$ cat config.mk
export PLATFORM = sky130hd
export DESIGN_NAME = strided_tensor_address_walker_unit
export DESIGN_NICKNAME = d
export VERILOG_FILES = /design/src/rtl/stwalk_pkg.sv /design/src/rtl/stwalk_counter_cell.sv /design/src/rtl/stwalk_accum_cell.sv /design/src/rtl/strided_tensor_address_walker_unit.sv
export SDC_FILE = /design/constraint.sdc
export NUM_CORES = 2
export LEC_CHECK = 0
export BUFFER_PORTS_ARGS = -buffer_cell sky130_fd_sc_hd__buf_2
export CORE_MARGIN = 5
export CORE_UTILIZATION = 40
export CTS_BUF_LIST = sky130_fd_sc_hd__clkbuf_8
export DETAILED_ROUTE_END_ITERATION = 16
export PLACE_DENSITY = 0.55
export REMOVE_ABC_BUFFERS = 1
export SYNTH_ARGS = -nofsm -noshare
export SYNTH_HDL_FRONTEND = slang
export SYNTH_HIERARCHICAL = 1
export SYNTH_SLANG_ARGS = --single-unit
$ cat constraint.sdc
create_clock -name clk -period 9.6 [get_ports clk]
set_clock_uncertainty 0.05 [all_clocks]
set_input_delay 1.92 -clock clk [delete_from_list [all_inputs] [get_ports clk]]
set_output_delay 1.92 -clock clk [all_outputs]
set_load 0.02 [all_outputs]
$ cat src/rtl/stwalk_pkg.sv
// Shared types and constants for the strided tensor address walker.
// No dependencies; stwalk_counter_cell and the top-level unit use this package.

package stwalk_pkg;

  // Configuration port geometry
  localparam int CFG_DATA_BITS  = 64;
  localparam int CFG_INDEX_BITS = 3;
  localparam int RANK_BITS      = 3;
  localparam int BASE_BITS      = 48;

  // Configuration register indexes
  typedef enum logic [CFG_INDEX_BITS-1:0] {
    CFG_ACTIVE_RANK  = 3'd0,
    CFG_DIM_SIZES    = 3'd1,
    CFG_DIM_STRIDES  = 3'd2,
    CFG_SOURCE_BASE  = 3'd3,
    CFG_DEST_BASE    = 3'd4
  } cfg_reg_t;

  // Per-step control broadcast to every odometer cell
  typedef struct packed {
    logic step;      // a transaction is accepted this cycle
    logic restart;   // counters clear before this step
  } walk_ctl_t;

endpackage

$ cat src/rtl/stwalk_counter_cell.sv
// One odometer cell: holds the counter of one dimension and ripples the carry.
// Depends on stwalk_pkg (walk_ctl_t).

module stwalk_counter_cell #(
  parameter int DIM_BITS = 16
) (
  input  logic                      clk,
  input  logic                      rst,
  input  stwalk_pkg::walk_ctl_t     ctl,
  input  logic                      active,
  input  logic [DIM_BITS-1:0]       size,
  input  logic                      carry_in,
  output logic                      carry_out,
  output logic [DIM_BITS-1:0]       coord
);

  logic [DIM_BITS-1:0] count;
  logic [DIM_BITS-1:0] count_eff;
  logic [DIM_BITS-1:0] count_next;
  logic [DIM_BITS:0]   incr;
  logic                at_final;

  // Effective value after an optional restart
  assign count_eff = ctl.restart ? '0 : count;
  assign incr      = {1'b0, count_eff} + {{DIM_BITS{1'b0}}, 1'b1};
  // Final when count+1 reaches or passes the size (size 0 is always final)
  assign at_final  = !(incr < {1'b0, size});

  // Inactive cells pass the carry untouched
  assign carry_out = active ? (carry_in & at_final) : carry_in;

  // Size-1 dimensions contribute coordinate zero
  assign coord = (active && (size != {{(DIM_BITS-1){1'b0}}, 1'b1})) ? count_eff : '0;

  // Odometer advance
  always_comb begin
    if (active && carry_in) begin
      count_next = at_final ? '0 : incr[DIM_BITS-1:0];
    end else begin
      count_next = count_eff;
    end
  end

  always_ff @(posedge clk) begin
    if (rst) begin
      count <= '0;
    end else if (ctl.step) begin
      count <= count_next;
    end
  end

endmodule

$ cat src/rtl/stwalk_accum_cell.sv
// One accumulation cell: adds its dimension's coordinate times stride to the
// running source offset and hands the transaction to the next cell.
// Depends on nothing outside this file.

module stwalk_accum_cell #(
  parameter int MAX_RANK  = 4,
  parameter int DIM_BITS  = 16,
  parameter int ADDR_BITS = 48,
  parameter int CELL_IDX  = 0
) (
  input  logic                 clk,
  input  logic                 rst,
  // upstream side
  input  logic                 in_valid,
  output logic                 in_ready,
  input  logic [DIM_BITS-1:0]  coords_in [MAX_RANK],
  input  logic [ADDR_BITS-1:0] sum_in,
  input  logic [ADDR_BITS-1:0] dest_in,
  input  logic                 last_in,
  input  logic [DIM_BITS-1:0]  stride,
  // downstream side
  output logic                 out_valid,
  input  logic                 out_ready,
  output logic [DIM_BITS-1:0]  coords_out [MAX_RANK],
  output logic [ADDR_BITS-1:0] sum_out,
  output logic [ADDR_BITS-1:0] dest_out,
  output logic                 last_out
);

  logic [2*DIM_BITS-1:0] product;
  logic                  load;

  assign in_ready = !out_valid || out_ready;
  assign load     = in_valid && in_ready;
  assign product  = coords_in[CELL_IDX] * stride;

  // Valid bit
  always_ff @(posedge clk) begin
    if (rst) begin
      out_valid <= 1'b0;
    end else if (in_ready) begin
      out_valid <= in_valid;
    end
  end

  // Payload, no reset
  always_ff @(posedge clk) begin
    if (load) begin
      coords_out <= coords_in;
      sum_out    <= sum_in + ADDR_BITS'(product);
      dest_out   <= dest_in;
      last_out   <= last_in;
    end
  end

endmodule

$ cat src/rtl/strided_tensor_address_walker_unit.sv
// Top level of the strided tensor address walker: config registers, odometer
// cell row and accumulation cell row. Depends on stwalk_pkg,
// stwalk_counter_cell and stwalk_accum_cell.
//
// Usage:
//   Configure rank, packed sizes, packed strides and the two bases through the
//   write port (cfg_we, cfg_index, cfg_data) while the walker is idle.
//   Each input transaction (in_valid/in_ready, field restart) is one step and
//   yields one output transaction with source_address, dest_address and
//   last_element. restart=1 clears the counters and linear index first.
// Pipeline: one entry register, then one multiply-add cell per dimension,
//   between input accept and output valid.
// Throughput: one transaction per cycle while the output is not stalled; the
//   odometer carry ripples combinationally through the counter cells.
// Stall: each stage holds its transaction while the next stage is full, so
//   in_ready drops only once every stage holds a waiting transaction.
// Reset: rank 1, all sizes and strides 1, bases 0, counters and linear index
//   zero, pipeline empty.

module strided_tensor_address_walker_unit #(
  parameter int MAX_RANK  = 4,
  parameter int DIM_BITS  = 16,
  parameter int ADDR_BITS = 48
) (
  input  logic                                  clk,
  input  logic                                  rst,
  // configuration write port
  input  logic                                  cfg_we,
  input  logic [stwalk_pkg::CFG_INDEX_BITS-1:0] cfg_index,
  input  logic [stwalk_pkg::CFG_DATA_BITS-1:0]  cfg_data,
  // step input
  input  logic                                  in_valid,
  output logic                                  in_ready,
  input  logic                                  restart,
  // address output
  output logic                                  out_valid,
  input  logic                                  out_ready,
  output logic [ADDR_BITS-1:0]                  source_address,
  output logic [ADDR_BITS-1:0]                  dest_address,
  output logic                                  last_element
);

  localparam int DATA_BITS = stwalk_pkg::CFG_DATA_BITS;

  // Reset pattern: a one in the low bit of each packed field that fits
  function automatic logic [DATA_BITS-1:0] ones_pattern();
    logic [DATA_BITS-1:0] acc;
    int                   shift;
    acc = '0;
    for (int i = 0; i < MAX_RANK; i++) begin
      shift = (MAX_RANK - 1 - i) * DIM_BITS;
      if (shift < DATA_BITS) begin
        acc[shift] = 1'b1;
      end
    end
    return acc;
  endfunction

  localparam logic [DATA_BITS-1:0] ONES = ones_pattern();

  // Configuration registers
  logic [stwalk_pkg::RANK_BITS-1:0] active_rank;
  logic [DATA_BITS-1:0]             dim_sizes_packed;
  logic [DATA_BITS-1:0]             dim_strides_packed;
  logic [stwalk_pkg::BASE_BITS-1:0] source_base;
  logic [stwalk_pkg::BASE_BITS-1:0] dest_base;

  always_ff @(posedge clk) begin
    if (rst) begin
      active_rank        <= stwalk_pkg::RANK_BITS'(1);
      dim_sizes_packed   <= ONES;
      dim_strides_packed <= ONES;
      source_base        <= '0;
      dest_base          <= '0;
    end else if (cfg_we) begin
      unique case (cfg_index)
        stwalk_pkg::CFG_ACTIVE_RANK: active_rank <= cfg_data[stwalk_pkg::RANK_BITS-1:0];
        stwalk_pkg::CFG_DIM_SIZES:   dim_sizes_packed   <= cfg_data;
        stwalk_pkg::CFG_DIM_STRIDES: dim_strides_packed <= cfg_data;
        stwalk_pkg::CFG_SOURCE_BASE: source_base <= cfg_data[stwalk_pkg::BASE_BITS-1:0];
        stwalk_pkg::CFG_DEST_BASE:   dest_base   <= cfg_data[stwalk_pkg::BASE_BITS-1:0];
        default: ;
      endcase
    end
  end

  // Step control
  stwalk_pkg::walk_ctl_t ctl;
  logic                  stage0_valid;
  logic                  stage0_ready;

  assign in_ready    = stage0_ready;
  assign ctl.step    = in_valid && in_ready;
  assign ctl.restart = restart;

  // Per-dimension fields and odometer cell row
  logic [DIM_BITS-1:0] dim_size   [MAX_RANK];
  logic [DIM_BITS-1:0] dim_stride [MAX_RANK];
  logic [DIM_BITS-1:0] coord      [MAX_RANK];
  logic [MAX_RANK:0]   carry;
  logic                dim_active [MAX_RANK];

  assign carry[MAX_RANK] = 1'b1;

  for (genvar k = 0; k < MAX_RANK; k++) begin : g_dim
    localparam int SHIFT = (MAX_RANK - 1 - k) * DIM_BITS;
    logic [DATA_BITS-1:0] size_shifted;
    logic [DATA_BITS-1:0] stride_shifted;

    // Fields past bit 63 shift out to zero
    assign size_shifted   = dim_sizes_packed >> SHIFT;
    assign stride_shifted = dim_strides_packed >> SHIFT;
    assign dim_size[k]    = size_shifted[DIM_BITS-1:0];
    assign dim_stride[k]  = stride_shifted[DIM_BITS-1:0];

    // Rank 0 still enables dimension 0
    assign dim_active[k] = (k == 0) || ({1'b0, active_rank} > 4'(k));

    stwalk_counter_cell #(
      .DIM_BITS (DIM_BITS)
    ) u_cnt (
      .clk       (clk),
      .rst       (rst),
      .ctl       (ctl),
      .active    (dim_active[k]),
      .size      (dim_size[k]),
      .carry_in  (carry[k+1]),
      .carry_out (carry[k]),
      .coord     (coord[k])
    );
  end

  // Linear index and destination address
  logic [ADDR_BITS-1:0] linear_index;
  logic [ADDR_BITS-1:0] linear_eff;
  logic [ADDR_BITS-1:0] linear_index_next;
  logic                 step_last;

  assign step_last         = carry[0];
  assign linear_eff        = restart ? '0 : linear_index;
  assign linear_index_next = step_last ? '0 : (linear_eff + ADDR_BITS'(1));

  always_ff @(posedge clk) begin
    if (rst) begin
      linear_index <= '0;
    end else if (ctl.step) begin
      linear_index <= linear_index_next;
    end
  end

  // Entry register feeding the accumulation row
  logic [DIM_BITS-1:0]  stage0_coords [MAX_RANK];
  logic [ADDR_BITS-1:0] stage0_dest;
  logic                 stage0_last;
  logic [ADDR_BITS-1:0] src_base_ext;
  logic [ADDR_BITS-1:0] dst_base_ext;

  assign src_base_ext = ADDR_BITS'(source_base);
  assign dst_base_ext = ADDR_BITS'(dest_base);

  logic                 acc_valid [MAX_RANK+1];
  logic                 acc_ready [MAX_RANK+1];
  logic [DIM_BITS-1:0]  acc_coords [MAX_RANK+1][MAX_RANK];
  logic [ADDR_BITS-1:0] acc_sum  [MAX_RANK+1];
  logic [ADDR_BITS-1:0] acc_dest [MAX_RANK+1];
  logic                 acc_last [MAX_RANK+1];

  assign stage0_ready = !stage0_valid || acc_ready[0];

  always_ff @(posedge clk) begin
    if (rst) begin
      stage0_valid <= 1'b0;
    end else if (stage0_ready) begin
      stage0_valid <= in_valid;
    end
  end

  always_ff @(posedge clk) begin
    if (ctl.step) begin
      stage0_coords <= coord;
      stage0_dest   <= dst_base_ext + linear_eff;
      stage0_last   <= step_last;
    end
  end

  assign acc_valid[0]  = stage0_valid;
  assign acc_coords[0] = stage0_coords;
  assign acc_sum[0]    = src_base_ext;
  assign acc_dest[0]   = stage0_dest;
  assign acc_last[0]   = stage0_last;

  // Accumulation cell row, one multiply-add per dimension
  for (genvar k = 0; k < MAX_RANK; k++) begin : g_acc
    stwalk_accum_cell #(
      .MAX_RANK  (MAX_RANK),
      .DIM_BITS  (DIM_BITS),
      .ADDR_BITS (ADDR_BITS),
      .CELL_IDX  (k)
    ) u_acc (
      .clk        (clk),
      .rst        (rst),
      .in_valid   (acc_valid[k]),
      .in_ready   (acc_ready[k]),
      .coords_in  (acc_coords[k]),
      .sum_in     (acc_sum[k]),
      .dest_in    (acc_dest[k]),
      .last_in    (acc_last[k]),
      .stride     (dim_stride[k]),
      .out_valid  (acc_valid[k+1]),
      .out_ready  (acc_ready[k+1]),
      .coords_out (acc_coords[k+1]),
      .sum_out    (acc_sum[k+1]),
      .dest_out   (acc_dest[k+1]),
      .last_out   (acc_last[k+1])
    );
  end

  // Output transaction comes from the last cell
  assign acc_ready[MAX_RANK] = out_ready;
  assign out_valid           = acc_valid[MAX_RANK];
  assign source_address      = acc_sum[MAX_RANK];
  assign dest_address        = acc_dest[MAX_RANK];
  assign last_element        = acc_last[MAX_RANK];

endmodule

# --- Word level (Yosys, flattened, before mapping) ---
# Index checks and enable logic that the tools add are counted.
word_totals:
  input_bits: 73
  elab_cells: 118
  out_inout_bits: 99
  ff_bits: 941
op_classes:
  bitwise: 3
  mul: 4
  mux: 17
  n_reduce_logical: 30
  addsub: 10
  magnitude_cmp: 7
  n_eq_ne: 8
op_table:
  columns: ["operator", "count"]
  rows:
  - ["adder 48 x 32 -> 48 bit", 4]
  - ["2-to-1 mux 16 bit", 12]
  - ["multiplier 16 x 16 -> 32 bit", 4]
  - ["2-to-1 mux 48 bit", 2]
  - ["adder 16 x 1 -> 17 bit, second input constant", 4]
  - ["less-than comparator 17 x 16 -> 1 bit", 4]
  - ["inequality test 16 x 1 -> 1 bit, second input constant", 4]
  - ["adder 48 x 1 -> 48 bit, second input constant", 1]
  - ["adder 48 bit", 1]
  - ["logical AND 1 bit", 10]
  - ["AND reduction 2 bit", 5]
  - ["logical NOT 1 bit", 9]
  - ["== test 3 x 2 -> 1 bit, second input constant", 2]
  - ["> comparator 3 x 2 -> 1 bit, second input constant", 2]
  - ["logical OR 1 bit", 5]
  - ["bitwise AND 1 bit", 3]
  - ["== test 3 x 1 -> 1 bit, second input constant", 1]
  - ["== test 3 bit, second input constant", 1]
  - ["> comparator 3 x 1 -> 1 bit, second input constant", 1]
  - ["logical NOT 3 bit", 1]
  - ["2-to-1 mux 1 bit", 3]

# --- Longest topological paths before layout ---
logic_depth:
  ltp_word: 11
  mapped_depth: 25
  depth_no_buf: 23

# --- By module ---
# The synthesis kept the hierarchy.
by_module_without_submodules:
  columns: ["mod", "cells_per_inst", "seq_area_each_um2", "n_inst", "area_each_um2"]
  rows:
  - ["strided_tensor_address_walker_unit", 2179, 8918.6, 1, 18417.7]
  - ["stwalk_accum_cell (g_acc[0].u_acc)", 1395, 4854.7, 1, 15155.8]
  - ["stwalk_accum_cell (g_acc[2].u_acc)", 1361, 4854.7, 1, 14918.1]
  - ["stwalk_accum_cell (g_acc[3].u_acc)", 1340, 4854.7, 1, 14811.7]
  - ["stwalk_accum_cell (g_acc[1].u_acc)", 1325, 4854.7, 1, 14764.2]
  - ["stwalk_counter_cell (g_dim[0].u_cnt ...)", 223, 320.3, 3, 1649.1]
  - ["stwalk_counter_cell (g_dim[2].u_cnt)", 202, 320.3, 1, 1539.0]

# --- Worst setup path after synthesis ---
# No wires, ideal clock.
synth_timing:
  path_type: "input to register"
  startpoint: "in out_ready"
  endpoint: "reg g_dim[0].u_cnt.count[13]"
  path_buffers: 1
  cell_stages: 11
  t_arrival_ns: 8.092
  setup_time_ns: 0.060
  setup_slack_ns: 1.398
  t_required_ns: 9.490
  path_cell_list: "nand2b_1 nand2b_1 nand2b_1 nand2b_1 nand2b_1 nand2_1 inv_1 clkbuf_1 inv_1 nor4b_4 a22o_1"
synth_rtl:
  columns: ["item", "line", "source"]
  rows:
  - ["start, declared", "strided_tensor_address_walker_unit.sv:37", "input logic out_ready,"]
  - ["end signal, assigned", "stwalk_counter_cell.sv:48", "count <= count_next;"]
  - ["end, declared", "stwalk_counter_cell.sv:17", "logic [DIM_BITS-1:0] count;"]

# --- Worst setup path after layout ---
layout_timing:
  startpoint: "in restart"
  endpoint: "reg linear_index[46]"
layout_between:
  elab_chain_cells: 11
  elab_cells_between_ends: 25
  cone_classes: "add/sub (5); order compare (4); mux (9); bitwise (3); reduce/logical (4)"
layout_lines:
  columns: ["item", "line", "source"]
  rows:
  - ["start, declared", "strided_tensor_address_walker_unit.sv:34", "input logic restart,"]
  - ["2-to-1 mux 16 bit (*)", "stwalk_counter_cell.sv:24", "assign count_eff = ctl.restart ? '0 : count;"]
  - ["adder 16 x 1 -> 17 bit (*)", "stwalk_counter_cell.sv:25", "assign incr = {1'b0, count_eff} + {{DIM_BITS{1'b0}}, 1'b1};"]
  - ["less-than comparator 17 x 16 -> 1 bit (*)", "stwalk_counter_cell.sv:27", "assign at_final = !(incr < {1'b0, size});"]
  - ["logical NOT 1 bit (*)", "stwalk_counter_cell.sv:27", null]
  - ["2-to-1 mux 1 bit (*)", "stwalk_counter_cell.sv:30", "assign carry_out = active ? (carry_in & at_final) : carry_in;"]
  - ["net carry[3]", "strided_tensor_address_walker_unit.sv:100", "logic [MAX_RANK:0] carry;"]
  - ["bitwise AND 1 bit", "stwalk_counter_cell.sv:30", null]
  - ["2-to-1 mux 1 bit (*)", "stwalk_counter_cell.sv:30", null]
  - ["net carry[2]", "strided_tensor_address_walker_unit.sv:100", null]
  - ["bitwise AND 1 bit", "stwalk_counter_cell.sv:30", null]
  - ["2-to-1 mux 1 bit (*)", "stwalk_counter_cell.sv:30", null]
  - ["net carry[1]", "strided_tensor_address_walker_unit.sv:100", null]
  - ["bitwise AND 1 bit (*)", "stwalk_counter_cell.sv:30", null]
  - ["net carry[0]", "strided_tensor_address_walker_unit.sv:100", null]
  - ["2-to-1 mux 48 bit (*)", "strided_tensor_address_walker_unit.sv:141", "assign linear_index_next = step_last ? '0 : (linear_eff + ADDR_BITS'(1));"]
  - ["end signal, assigned", "strided_tensor_address_walker_unit.sv:147", "linear_index <= linear_index_next;"]
  - ["end, declared", "strided_tensor_address_walker_unit.sv:134", "logic [ADDR_BITS-1:0] linear_index;"]
# Mark *: on every way through the listed nets, which the timed path passes. The rest lies on a longest branch.
# A chain may end at the register's enable or synchronous reset.

==> results by group <==
STA
  – Final Setup Violations: 0
  – RSZ-0062 raised after global routing: no
  – Sum Neg Setup Slack: 0 ns
  – Max-slew violation count: 0
  – Peak Freq: 0.135 GHz
  – Tcrit/Tclk final: 77.1%
  – Final Worst Setup Slack: 2.20 ns
  – Worst Max-Slew Pin Slew: 0.948 ns
  – Fin crit period: 7.40 ns
  – Worst relative slew slack: 36.7%
  – Hold WS: 0.361 ns
  – Final hold violations: 0

Layout
  – Layout cells sized above 1: 6.66%
  – Area Growth Syn to Fin: 8.12%
  – Util after Layout: 43.6%
  – Filler instances: 19220
  – Most frequent cells in the layout: 1429 x inv_1, 1264 x nand2_1, 904 x fa_1
  – Register Area: 24800 um2
  – Most common cell after layout, fill and taps aside: inv_1
  – Final Instance Area: 86200 um2
  – Layout Nets: 9839
  – Area of the multi-input gates: 48400 um2

Status
  – Outcome: completed

Power and ir drop
  – Worst VDD drop: 0.000107 V
  – LEAKAGE: 38.0 nW
  – Power Density: 122 nW/um2

CTS
  – CTS sink cnt: 941
  – Post-cts sizing count: 0
  – Reg clk slew, reported paths: 0.06 ns
  – CTS Buffer Depth: 3
  – Worst-Skew Late Latency: 0.91 ns
  – Root Driver: clkbuf_8
  – Setup Buffers After CTS: 0
  – CTS Hold Buffers Added: 0
  – TritonCTS clock tree: done
  – CTS H-Tree Depth: 4
  – CTS buffer count: 168

Place
  – RD Place Congestion: 0.878
  – Post-place instance area: 82800 um2
  – Port buffer count: 171
  – DP HPWL: 169000 um
  – Setup WS pre-CTS: 1.36 ns

Run
  – Maxcap violations: 0

Global route
  – GRT Util Overall: 20.9%
  – Vias in the first global route: 59965
  – Initial antenna violation count: 15
  – Largest net degree at the start of global routing: 154
  – Global-route wire length before repair: 345000 um
  – Global route total overflow: 0

Floorplan
  – Core Area: 198000 um2
  – Die X: 457 um
  – Cell Rows: 163
  – IO Pins: 172
  – Die height: 457 um
  – Starting Density: 40.3%
  – Die area: 208000 um2

Logic synthesis
  – Yosys warns: 6
  – Cell Area, Synth: 79700 um2
  – Mapped Cells: 8311
  – Syn avg cell area: 9.60 um2

Worst hold path
  – Worst hold path type: reg -> reg
  – Min-Delay Path Depth: 0

Detailed routing
  – DRC: 0
  – Drt wl/cell: 19.8 um
  – Drt via density: 5.17
  – Met3 wire len: 11200 um
  – Post-route ant nets: 0
  – Highest metal used: met4
  – Number of detailed-route iterations in the first pass: 8
  – Total routed wirelength: 221000 um
  – Post-Route M1 WL: 98300 um
  – Initial drt markers: 3916
  – Via count: 57552
  – Met2 wire length: 105000 um

Critical path
  – WS Path Type: in -> reg
  – Critical Path Fanout Max: 53
  – Critical path required time: 10.33 ns
  – Slowest stage delay, CP: 0.79 ns
  – Crit path launch type: input pin
  – CP endpoint kind: flop
  – CP arrival: 8.13 ns
  – CP max stage cell: a21boi_1
  – Worst-case reg-to-reg path depth: 20
[state kept, by name, summed over array words and instances, names as in the netlist]
signal                  cells
g_acc.u_acc/coords_out     96
acc_coords                 64
stage0_last                 1
dim_stride                 64
linear_index               48
g_acc.u_acc/sum_out       192
stage0_valid                1
active_rank                 3
g_dim.u_cnt/count          64
g_acc.u_acc/last_out        4
g_acc.u_acc/dest_out      192
stage0_dest                48
g_acc.u_acc/out_valid       4
dest_base                  48
source_base                48
dim_size                   64
[metrics by stage]
step / power [mW] / std cells
after floorplan: 6.04 / 7968
after global placement: 6.72 / 10807
after detailed placement: 6.75 / 10807
after CTS: 10.6 / 11119
after global routing: 11.1 / 11125
final: 10.5 / 11127
[report_power, final]
group | leakage [nW] | switching, mW | internal (mW)
Sequential | 8.42 | 0.153 | 4.49
Combinational | 27.6 | 1.28 | 0.734
Clock | 1.93 | 1.79 | 2.04
[final timing paths]
path	from	to	slack [ns]
worst min register to register	stage0_dest[1]	g_acc[0].u_acc/dest_out[1]	0.36
worst min-delay path	stage0_dest[1]	g_acc[0].u_acc/dest_out[1]	0.36
worst max-delay path	restart	linear_index[46]	2.20
worst max register to register	dim_stride[7]	g_acc[3].u_acc/sum_out[47]	2.45
[per-layer routing]
metal	vias up	track usage, %
li1	26919	-
met1	28747	28.4
met2	1545	35.1
met3	341	2.89
met4	0	6.00
met5	-	0
[critical path, delay by kind of cell]
kind	cells	cell delay, ns
buffers and inverters	3	0.47
AND/OR/NAND/NOR	12	2.67
adder cells (fa/ha/maj)	2	0.61
AO/OA/AOI/OAI	7	2.22
XOR/XNOR	1	0.16
[layout make-up]
cell class                      count  area share (%)
Tap cell                         2640            3.83
Clock buffer                      189            3.02
Clock inverter                    123           0.971
Inverter                         1378            6.00
Antenna cell                        8          0.0232
Timing Repair Buffer              199            1.28
Sequential cell                   941            28.8
Multi-Input combinational cell   5649            56.1
(Power assumes the default switching activity.)
